--- src/sv/token_ring_link_node_top_macros.svh ---
// Assertion macros shared by the token ring link node RTL.
`ifndef TOKEN_RING_LINK_NODE_TOP_MACROS_SVH
`define TOKEN_RING_LINK_NODE_TOP_MACROS_SVH

// Property checked on every rising clock edge outside reset.
`define TRLN_ASSERT(lbl, prop, msg) \
  lbl: assert property (@(posedge clk_i) disable iff (!rst_ni) prop) else $error(msg);

// Condition that must never be seen outside reset.
`define TRLN_ASSERT_NEVER(lbl, expr, msg) \
  `TRLN_ASSERT(lbl, !(expr), msg)

`endif

--- src/sv/trln_pkg.sv ---
// Types, codes and helper functions shared by the token ring link node.
package trln_pkg;

  localparam int unsigned LEN_W = 4;

  localparam logic [1:0] MODE_RX    = 2'd0;
  localparam logic [1:0] MODE_TICK  = 2'd1;
  localparam logic [1:0] MODE_SEND  = 2'd2;
  localparam logic [1:0] MODE_START = 2'd3;

  localparam logic [1:0] KIND_TX   = 2'd0;
  localparam logic [1:0] KIND_DLV  = 2'd1;
  localparam logic [1:0] KIND_BUSY = 2'd2;

  localparam logic [1:0] REG_NODE_COUNT = 2'd0;
  localparam logic [1:0] REG_NODE_ID    = 2'd1;
  localparam logic [1:0] REG_TO_BASE    = 2'd2;
  localparam logic [1:0] REG_TO_RANGE   = 2'd3;

  localparam logic [15:0] TIMEOUT_RESET = 16'd1000;
  localparam logic [15:0] LFSR_SEED     = 16'hACE1;
  localparam logic [16:0] TICK_MAX      = 17'h1FFFF;

  typedef enum logic [4:0] {
    S_IDLE   = 5'b00001,
    S_DSTART = 5'b00010,
    S_DEL    = 5'b00100,
    S_TX     = 5'b01000,
    S_BUSY   = 5'b10000
  } state_e;

  typedef struct packed {
    logic tick;
    logic draw;
  } timer_ctl_t;

  // True when the successor of the sender, modulo the node count, is this node.
  // A node count of zero counts as one.
  function automatic logic token_hit(input logic [1:0] sender, input logic [2:0] cnt,
                                     input logic [1:0] id);
    logic [2:0] s1;
    logic [2:0] succ;
    begin
      s1 = {1'b0, sender} + 3'd1;
      case (cnt)
        3'd0, 3'd1: succ = 3'd0;
        3'd2:       succ = {2'b00, s1[0]};
        3'd3:       succ = (s1 >= 3'd3) ? (s1 - 3'd3) : s1;
        3'd4:       succ = {1'b0, s1[1:0]};
        default:    succ = s1;
      endcase
      token_hit = (succ == {1'b0, id});
    end
  endfunction

endpackage

--- src/sv/trln_timer.sv ---
// Receive timeout timer: jitter LFSR, tick counter and drawn timeout limit.
module trln_timer (
  input  logic                 clk_i,
  input  logic                 rst_ni,
  input  trln_pkg::timer_ctl_t ctl_i,
  input  logic [15:0]          base_i,
  input  logic [15:0]          range_i,
  output logic                 timeout_o
);
  import trln_pkg::*;

  `include "token_ring_link_node_top_macros.svh"

  logic [15:0] lfsr_q, lfsr_d;
  logic [16:0] tick_q, tick_inc;
  logic [16:0] limit_q, limit_d;
  logic [31:0] jitter_prod;
  logic        fb;

  assign fb          = lfsr_q[0] ^ lfsr_q[2] ^ lfsr_q[3] ^ lfsr_q[5];
  assign lfsr_d      = {fb, lfsr_q[15:1]};
  assign jitter_prod = lfsr_d * range_i;
  assign limit_d     = {1'b0, base_i} + {1'b0, jitter_prod[31:16]};

  // The tick counter saturates and the compare uses the incremented count.
  assign tick_inc  = (tick_q == TICK_MAX) ? tick_q : (tick_q + 17'd1);
  assign timeout_o = (tick_inc >= limit_q);

  always_ff @(posedge clk_i or negedge rst_ni) begin
    if (!rst_ni) begin
      lfsr_q  <= LFSR_SEED;
      tick_q  <= '0;
      limit_q <= '0;
    end else if (ctl_i.draw) begin
      lfsr_q  <= lfsr_d;
      tick_q  <= '0;
      limit_q <= limit_d;
    end else if (ctl_i.tick) begin
      tick_q  <= tick_inc;
    end
  end

  `TRLN_ASSERT(a_draw_clears_tick, ctl_i.draw |=> tick_q == 17'd0, "tick count not cleared by draw")
  `TRLN_ASSERT(a_tick_monotonic, !ctl_i.draw |=> tick_q >= $past(tick_q), "tick count went back")
  `TRLN_ASSERT_NEVER(a_lfsr_nonzero, lfsr_q == 16'd0, "jitter LFSR locked at zero")

endmodule

--- src/sv/token_ring_link_node_top.sv ---
// Token ring link node: frame receiver, payload memory, transmit sequencer, result register.
// A transmit or busy beat passes the sequencer state register and then the result register;
// delivered payload also passes the S_DSTART read state and the registered read port.
// A new item is taken only once the sequencer is back in idle after its last result beat,
// and a delivered frame also spends a payload memory read turnaround in S_DSTART.
// Reset: asynchronous and active low; control registers take their defaults, no clearing pass.
module token_ring_link_node_top #(
  parameter int unsigned PAYLOAD_DEPTH = 16
) (
  input  logic       clk_i,
  input  logic       rst_ni,
  // Configuration write channel.
  input  logic       cfg_valid_i,
  output logic       cfg_ready_o,
  input  logic [1:0] cfg_index_i,
  input  logic [15:0] cfg_data_i,
  // Input item channel.
  input  logic       in_valid_i,
  output logic       in_ready_o,
  input  logic [1:0] mode_i,
  input  logic [7:0] rx_byte_i,
  input  logic [1:0] send_dest_i,
  input  logic [1:0] send_count_i,
  input  logic [7:0] send_first_i,
  input  logic [7:0] send_second_i,
  input  logic [7:0] send_third_i,
  // Result channel.
  output logic       out_valid_o,
  input  logic       out_ready_i,
  output logic [1:0] out_kind_o,
  output logic [7:0] out_byte_o,
  output logic [1:0] out_sender_o,
  output logic       out_last_o
);
  import trln_pkg::*;

  `include "token_ring_link_node_top_macros.svh"

  localparam int unsigned AW = $clog2(PAYLOAD_DEPTH);

  // Configuration registers. The port never stalls; user must have writes land while node is idle, unchecked.
  logic [2:0]  node_count_q;
  logic [1:0]  node_id_q;
  logic [15:0] to_base_q;
  logic [15:0] to_range_q;

  assign cfg_ready_o = 1'b1;

  always_ff @(posedge clk_i or negedge rst_ni) begin
    if (!rst_ni) begin
      node_count_q <= 3'd1;
      node_id_q    <= 2'd0;
      to_base_q    <= TIMEOUT_RESET;
      to_range_q   <= TIMEOUT_RESET;
    end else if (cfg_valid_i) begin
      case (cfg_index_i)
        REG_NODE_COUNT: node_count_q <= cfg_data_i[2:0];
        REG_NODE_ID:    node_id_q    <= cfg_data_i[1:0];
        REG_TO_BASE:    to_base_q    <= cfg_data_i;
        REG_TO_RANGE:   to_range_q   <= cfg_data_i;
        default: ;
      endcase
    end
  end

  // Frame receive state.
  logic             phase_q, phase_d;
  logic [1:0]       sender_q, sender_d;
  logic [1:0]       recv_q, recv_d;
  logic [LEN_W-1:0] len_q, len_d;
  logic [LEN_W-1:0] pc_q, pc_d, pc_inc;

  // Send queue: one frame of one to three bytes.
  logic       tx_pending_q;
  logic [1:0] tx_dest_q;
  logic [1:0] tx_count_q;
  logic [7:0] tx_data_q [3];

  // Sequencer state.
  state_e           state_q, state_d;
  logic             do_tx_q;
  logic [LEN_W-1:0] del_len_q;
  logic [LEN_W-1:0] del_idx_q;
  logic [7:0]       tx_hdr_q;
  logic [1:0]       tx_len_q;
  logic [1:0]       tx_idx_q;

  // Payload memory: written by the receiver, read back through a registered read port for delivery.
  logic [7:0]    pay_mem [PAYLOAD_DEPTH];
  logic [7:0]    rd_data_q;
  logic [AW-1:0] rd_addr;
  logic          mem_we;

  // Result register.
  logic       out_valid_q;
  logic [1:0] out_kind_q;
  logic [7:0] out_byte_q;
  logic [1:0] out_sender_q;
  logic       out_last_q;

  logic       in_acc, timeout, can_push, push;
  logic       busy, deliver, do_tx, draw, load_send, del_last;
  logic [1:0] p_kind;
  logic [7:0] p_byte;
  logic [1:0] p_sender;
  logic       p_last;
  timer_ctl_t tctl;

  // New items enter only while the sequencer is idle; the result register may still hold
  // the previous item's last beat.
  assign in_ready_o = (state_q == S_IDLE);
  assign in_acc     = in_valid_i && in_ready_o;
  assign pc_inc     = pc_q + 4'd1;

  trln_timer u_timer (
    .clk_i     (clk_i),
    .rst_ni    (rst_ni),
    .ctl_i     (tctl),
    .base_i    (to_base_q),
    .range_i   (to_range_q),
    .timeout_o (timeout)
  );

  // Decode of an accepted item: frame bookkeeping, timer control and what to emit.
  always_comb begin
    phase_d   = phase_q;
    sender_d  = sender_q;
    recv_d    = recv_q;
    len_d     = len_q;
    pc_d      = pc_q;
    mem_we    = 1'b0;
    busy      = 1'b0;
    deliver   = 1'b0;
    do_tx     = 1'b0;
    draw      = 1'b0;
    load_send = 1'b0;
    tctl      = '0;
    if (in_acc) begin
      case (mode_i)
        MODE_RX: begin
          if (!phase_q) begin
            sender_d = rx_byte_i[7:6];
            recv_d   = rx_byte_i[5:4];
            len_d    = rx_byte_i[3:0];
            pc_d     = '0;
            if (rx_byte_i[3:0] == 4'd0) begin
              do_tx = token_hit(rx_byte_i[7:6], node_count_q, node_id_q);
            end else begin
              phase_d = 1'b1;
            end
            draw = 1'b1;
          end else begin
            mem_we = 1'b1;
            if (pc_inc == len_q) begin
              deliver = (recv_q == node_id_q);
              do_tx   = token_hit(sender_q, node_count_q, node_id_q);
              phase_d = 1'b0;
              pc_d    = '0;
              draw    = 1'b1;
            end else begin
              pc_d = pc_inc;
            end
          end
        end
        MODE_TICK: begin
          tctl.tick = 1'b1;
          if (timeout) begin
            do_tx   = 1'b1;
            phase_d = 1'b0;
            pc_d    = '0;
            draw    = 1'b1;
          end
        end
        MODE_SEND: begin
          if (tx_pending_q) begin
            busy = 1'b1;
          end else begin
            load_send = 1'b1;
          end
        end
        MODE_START: begin
          do_tx   = (node_id_q == 2'd0);
          phase_d = 1'b0;
          pc_d    = '0;
          draw    = 1'b1;
        end
        default: ;
      endcase
    end
    tctl.draw = draw;
  end

  assign can_push = !out_valid_q || out_ready_i;
  assign del_last = (del_idx_q == (del_len_q - 4'd1));

  // Output sequencer. Delivered bytes go first, then the transmitted frame; a refused send gives a single busy beat.
  always_comb begin
    state_d  = state_q;
    push     = 1'b0;
    p_kind   = KIND_TX;
    p_byte   = 8'd0;
    p_sender = 2'd0;
    p_last   = 1'b0;
    rd_addr  = '0;
    case (state_q)
      S_IDLE: begin
        if (in_acc) begin
          if (busy) begin
            state_d = S_BUSY;
          end else if (deliver) begin
            state_d = S_DSTART;
          end else if (do_tx) begin
            state_d = S_TX;
          end
        end
      end
      S_DSTART: begin
        // Read of the first payload byte is in flight.
        state_d = S_DEL;
      end
      S_DEL: begin
        p_kind   = KIND_DLV;
        p_byte   = rd_data_q;
        p_sender = sender_q;
        p_last   = del_last && !do_tx_q;
        push     = can_push;
        // Keep the read one entry ahead of the beat being shown.
        rd_addr  = push ? AW'(del_idx_q + 4'd1) : AW'(del_idx_q);
        if (push && del_last) begin
          state_d = do_tx_q ? S_TX : S_IDLE;
        end
      end
      S_TX: begin
        p_kind = KIND_TX;
        case (tx_idx_q)
          2'd0:    p_byte = tx_hdr_q;
          2'd1:    p_byte = tx_data_q[0];
          2'd2:    p_byte = tx_data_q[1];
          default: p_byte = tx_data_q[2];
        endcase
        p_last = (tx_idx_q == tx_len_q);
        push   = can_push;
        if (push && p_last) begin
          state_d = S_IDLE;
        end
      end
      S_BUSY: begin
        p_kind = KIND_BUSY;
        p_last = 1'b1;
        push   = can_push;
        if (push) begin
          state_d = S_IDLE;
        end
      end
      default: state_d = S_IDLE;
    endcase
  end

  always_ff @(posedge clk_i or negedge rst_ni) begin
    if (!rst_ni) begin
      state_q      <= S_IDLE;
      phase_q      <= 1'b0;
      sender_q     <= '0;
      recv_q       <= '0;
      len_q        <= '0;
      pc_q         <= '0;
      tx_pending_q <= 1'b0;
      tx_dest_q    <= '0;
      tx_count_q   <= '0;
      do_tx_q      <= 1'b0;
      del_len_q    <= '0;
      del_idx_q    <= '0;
      tx_len_q     <= '0;
      tx_idx_q     <= '0;
      out_valid_q  <= 1'b0;
    end else begin
      state_q  <= state_d;
      phase_q  <= phase_d;
      sender_q <= sender_d;
      recv_q   <= recv_d;
      len_q    <= len_d;
      pc_q     <= pc_d;

      if (load_send) begin
        tx_pending_q <= 1'b1;
        tx_dest_q    <= send_dest_i;
        tx_count_q   <= (send_count_i == 2'd0) ? 2'd1 : send_count_i;
      end

      if (in_acc) begin
        do_tx_q   <= do_tx;
        del_len_q <= len_d == '0 ? len_q : len_d;
        if (do_tx) begin
          // The queued frame goes out with this transmit; the queue empties now.
          tx_len_q     <= tx_pending_q ? tx_count_q : 2'd0;
          tx_pending_q <= 1'b0;
        end
      end

      if (state_q != S_DEL) begin
        del_idx_q <= '0;
      end else if (push) begin
        del_idx_q <= del_idx_q + 4'd1;
      end

      if (state_q != S_TX) begin
        tx_idx_q <= '0;
      end else if (push) begin
        tx_idx_q <= tx_idx_q + 2'd1;
      end

      if (push) begin
        out_valid_q <= 1'b1;
      end else if (out_ready_i) begin
        out_valid_q <= 1'b0;
      end
    end
  end

  // Payload registers without reset.
  always_ff @(posedge clk_i) begin
    if (load_send) begin
      tx_data_q[0] <= send_first_i;
      tx_data_q[1] <= send_second_i;
      tx_data_q[2] <= send_third_i;
    end
    if (in_acc && do_tx) begin
      tx_hdr_q <= tx_pending_q ? {node_id_q, tx_dest_q, 2'b00, tx_count_q}
                               : {node_id_q, 6'd0};
    end
    if (push) begin
      out_kind_q   <= p_kind;
      out_byte_q   <= p_byte;
      out_sender_q <= p_sender;
      out_last_q   <= p_last;
    end
  end

  // Payload memory with a registered read port.
  always_ff @(posedge clk_i) begin
    if (mem_we) begin
      pay_mem[AW'(pc_q)] <= rx_byte_i;
    end
    rd_data_q <= pay_mem[rd_addr];
  end

  assign out_valid_o  = out_valid_q;
  assign out_kind_o   = out_kind_q;
  assign out_byte_o   = out_byte_q;
  assign out_sender_o = out_sender_q;
  assign out_last_o   = out_last_q;

  `TRLN_ASSERT(a_busy_when_pending, in_acc && mode_i == MODE_SEND && tx_pending_q |=> state_q == S_BUSY, "send while pending not refused")
  `TRLN_ASSERT_NEVER(a_no_write_in_delivery, mem_we && (state_q == S_DSTART || state_q == S_DEL), "payload write during delivery read")
  `TRLN_ASSERT_NEVER(a_tx_clears_pending, state_q == S_TX && tx_pending_q, "send queue still pending while transmitting")

endmodule
--- config.mk ---
export PLATFORM = sky130hd
export DESIGN_NAME = token_ring_link_node_top
export DESIGN_NICKNAME = d
export VERILOG_FILES = /design/src/sv/trln_pkg.sv /design/src/sv/trln_timer.sv /design/src/sv/token_ring_link_node_top.sv
export VERILOG_INCLUDE_DIRS = /design/src /design/src/sv
export SDC_FILE = /design/constraint.sdc
export NUM_CORES = 1
export LEC_CHECK = 0
export BUFFER_PORTS_ARGS = -buffer_cell sky130_fd_sc_hd__buf_2
export CAP_MARGIN = 10
export CORE_ASPECT_RATIO = 0.9
export CORE_MARGIN = 3
export CORE_UTILIZATION = 53
export CTS_BUF_LIST = sky130_fd_sc_hd__clkbuf_4
export CTS_CLUSTER_DIAMETER = 100
export DETAILED_ROUTE_END_ITERATION = 6
export GPL_TIMING_DRIVEN = 0
export MAX_ROUTING_LAYER = met4
export PLACE_DENSITY = 0.7
export REMOVE_ABC_BUFFERS = 1
export SYNTH_ARGS = -nofsm -noshare
export SYNTH_HDL_FRONTEND = slang
export SYNTH_SLANG_ARGS = --single-unit
--- constraint.sdc ---
create_clock -name clk_i -period 16.3 [get_ports clk_i]
set_input_delay 2.445 -clock clk_i [delete_from_list [all_inputs] [get_ports clk_i]]
set_output_delay 2.445 -clock clk_i [all_outputs]
set_load 0.03 [all_outputs]
==> impl_metrics.csv <==
group,metric,value,unit
synth,synth_ff_type,"edfxtp_1",
global_routing,grt_max_degree,76,
final_layout,fin_nets,2514,
setup_path,slowest_delay,910,ps
setup_path,cp_common_cell,"fa_1",
sta,fin_tns_setup,0,ps
synth,synth.yosys.seq_area_share,0.386,
final_layout,num-fill-cells,3342,
final_layout,multi_input_area,12100,um2
placement,io_buffer_count,75,
setup_path,rrSetupSlack,7390,ps
detailed_routing,vias_per_cell,5.53,
floorplan,initial_utilization,0.545,
sta,setup_violations,0,
sta,skew,43.9,ps
synth,yosysWarnings,0,
placement,dp_hpwl,34500,um
detailed_routing,wire_per_inst,17.9,um
global_routing,grt_overflow,0,
global_routing,grt_pass1_vias,15728,
worst_hold_path,hold_end,"out_byte_o[1]",
floorplan,dieHeight,199,um
sta,post-route-period-util,0.547,
sta,hold_viol_final,0,
sta,min_period,8910,ps
detailed_routing,drc,2,
worst_hold_path,hold_class,"flip-flop to flip-flop",
sta,tightest_slew,1130,ps
synth,synth_edf_count,171,
synth,syn_avg_cell_area,10.8,um2
synth,yosysUniqueCellTypes,74,
detailed_routing,vias,14920,
synth,synth_area,21800,um2
floorplan,core_area,40100,um2
placement,dpl_worst_slack,7480,ps
power_and_ir_drop,powerDensity,85.1,nW/um2
clock_network,clkLatencyLatePin,760,ps
setup_path,path_class,"flip-flop to flip-flop",
final_layout,syn2layout_area_growth,8.77,%
setup_path,worstRegToRegCells,30,
global_routing,grt_pass1_wl,80000,um
final_layout,final_cell_mix,"inv_1 (265), nand2_1 (253), fa_1 (194)",
outcome,status,"finished with violations",
final_layout,stdcell_count,2698,
final_layout,drive_above_1_share,0.149,
clock_network,numCtsBuffers,74,
detailed_routing,wl,48300,um
power_and_ir_drop,p_total,2.02,mW
setup_path,worst_path_max_delay_cell,"dfrtp_1",
clock_network,cts-root-buf,"clkbuf_4",
clock_network,cts_resized,0,
setup_path,critPathCaptureType,"flip-flop",
worst_hold_path,hold_path_depth,2,
power_and_ir_drop,peakVddDrop,0.0906,mV
floorplan,num_rows,69,
global_routing,grt_use_total,0.239,
sta,layout_setup_ws,7390,ps
clock_network,cts_setup_buffers,0,
final_layout,fin_util,0.593,
clock_network,clkTransAtPathRegs,70,ps
placement,gp_congestion,0.830,
sta,fmax,112,MHz
outcome,violations,"design-rule violations",
sta,rsz0062_at_grt,"no",
floorplan,die_area,43700,um2
job,cap_viol_max_count,0,
setup_path,startpoint_type,"flip-flop",
clock_network,ctsHoldBuffers,0,
synth,synthArstFlopShare,0.409,
clock_network,cts_tree,"built",
worst_hold_path,min_from,"rd_data_q[1]",
global_routing,antenna_found_initial,6,
detailed_routing,ant_nets,0,
clock_network,cts_buffer_depth,3,
final_layout,regArea,8430,um2
detailed_routing,first_pass_iters,7,
setup_path,r2r_start,"u_timer.lfsr_q[12]",
setup_path,crit_arrival,9510,ps
synth,synthCells,2023,
synth,ys_seq_elements,303,
setup_path,critPathRequiredTime,16900,ps
power_and_ir_drop,cellLeakagePower,10.9,nW
floorplan,die_x,220,um
setup_path,worstReg2RegEnd,"u_timer.limit_q[14]",
final_layout,layout_commonest_cell,"inv_1",
setup_path,crit_fanout,18,
detailed_routing,drt_first_iter_violations,993,
floorplan,ios,77,
placement,dp_cells,2553,
sta,slew_violations,0,
clock_network,htreeDepth,3,
sta,slew_headroom,0.244,
clock_network,clock-sinks,303,
area by class of cell:
class | count | share of cell area
antenna | 6 | 0.000632
multi-input combinational | 1366 | 0.508
sequential | 303 | 0.355
clock buffer | 113 | 0.0357
timing repair buffer | 89 | 0.0253
clock inverter | 24 | 0.00590
inverter | 265 | 0.0419
tap | 532 | 0.0280
how the worst max path moves through the flow:
stage                            start                   to  slack (ps)  cells past startpoint
floorplan            u_timer.lfsr_q[5]  u_timer.limit_q[11]        8810                     29
global placement     u_timer.lfsr_q[2]  u_timer.limit_q[13]        7160                     27
detailed placement  u_timer.lfsr_q[12]  u_timer.limit_q[10]        7480                     30
CTS                 u_timer.lfsr_q[12]  u_timer.limit_q[14]        7410                     30
global route        u_timer.lfsr_q[12]  u_timer.limit_q[14]        6840                     30
finish              u_timer.lfsr_q[12]  u_timer.limit_q[14]        7390                     30
cells in the mapped netlist (3+ instances only):
| library cell | count | share of area |
|---|---|---|
| and2_1 | 122 | 0.035 |
| a311oi_1 | 14 | 0.0056 |
| xor2_1 | 32 | 0.013 |
| buf_2 | 18 | 0.0041 |
| a211oi_1 | 23 | 0.0079 |
| nor3b_1 | 3 | 0.0010 |
| xnor2_1 | 48 | 0.019 |
| o221ai_1 | 11 | 0.0044 |
| a31oi_1 | 18 | 0.0052 |
| o21a_1 | 4 | 0.0014 |
| edfxtp_1 | 171 | 0.24 |
| nor3_1 | 15 | 0.0034 |
| mux2i_1 | 6 | 0.0027 |
| o22ai_1 | 24 | 0.0069 |
| o21ai_1 | 5 | 0.0011 |
| inv_1 | 265 | 0.046 |
| and3_1 | 17 | 0.0049 |
| mux2_2 | 64 | 0.033 |
| o211ai_1 | 5 | 0.0017 |
| or3_1 | 7 | 0.0020 |
| a21oi_1 | 66 | 0.015 |
| nand2b_1 | 13 | 0.0037 |
| nand4_1 | 11 | 0.0031 |
| nor2_1 | 90 | 0.015 |
| dfxtp_1 | 8 | 0.0073 |
| dfrtp_1 | 102 | 0.12 |
| nand2_1 | 253 | 0.043 |
| clkbuf_1 | 65 | 0.011 |
| dfstp_2 | 22 | 0.026 |
| a21o_1 | 11 | 0.0038 |
| nand3b_1 | 6 | 0.0021 |
| fa_1 | 194 | 0.18 |
| nor2b_1 | 13 | 0.0037 |
| nor4_1 | 3 | 0.00086 |
| ha_1 | 160 | 0.092 |
| o21ai_0 | 52 | 0.012 |
| nand3_1 | 24 | 0.0055 |
| or2_2 | 4 | 0.0011 |
| a222oi_1 | 6 | 0.0027 |
critical path: cells and delay by family (launching register included):
kind,cells,cell delay [ps]
fa+ha+maj,8,3750
mux,1,110
simple gates,7,1320
compound gates,9,2220
buf+inv,3,150
xor+xnor,2,310
flops,1,910
kinds of logic (layout without fill, tap and decap cells):
group	after synthesis	count (layout)	share of synthesized area
xor+xnor	81	81	0.0328
flops	303	303	0.386
simple gates	596	596	0.134
compound gates	259	259	0.0762
buf+inv	354	491	0.0629
fa+ha+maj	354	354	0.269
mux	75	75	0.0392
other cells	1	7	0.000172
registers in the layout (all words and copies together) (netlist names), 16 cells and up:
register         flops
u_timer.limit_q     17
u_timer.lfsr_q      16
pay_mem            128
to_base_q           16
tx_data_q           24
to_range_q          16
u_timer.tick_q      17
metal layers:
metal / share of wire / vias to the layer above / global-route usage
met4: 0.020 / 0 / 0.0603
li1: - / 6944 / -
met5: 0 / - / -
met3: 0.059 / 83 / 0.0483
met1: 0.44 / 7492 / 0.316
met2: 0.49 / 401 / 0.383
through the flow:
stage / hold slack (ps) / cell area [um2]
after detailed placement: 490 / 22800
after floorplan: 465 / 21500
after global placement: 488 / 22500
after global routing: 527 / 23800
final: 498 / 23800
after CTS: 498 / 23700
power by group:
group          switching (mW)  internal (mW)  total, mW
combinational           0.212          0.160      0.372
sequential             0.0986          0.901      0.999
clock                   0.315          0.336      0.651
total                   0.625           1.40       2.02
Note: power is estimated with default switching activity, not from simulation.
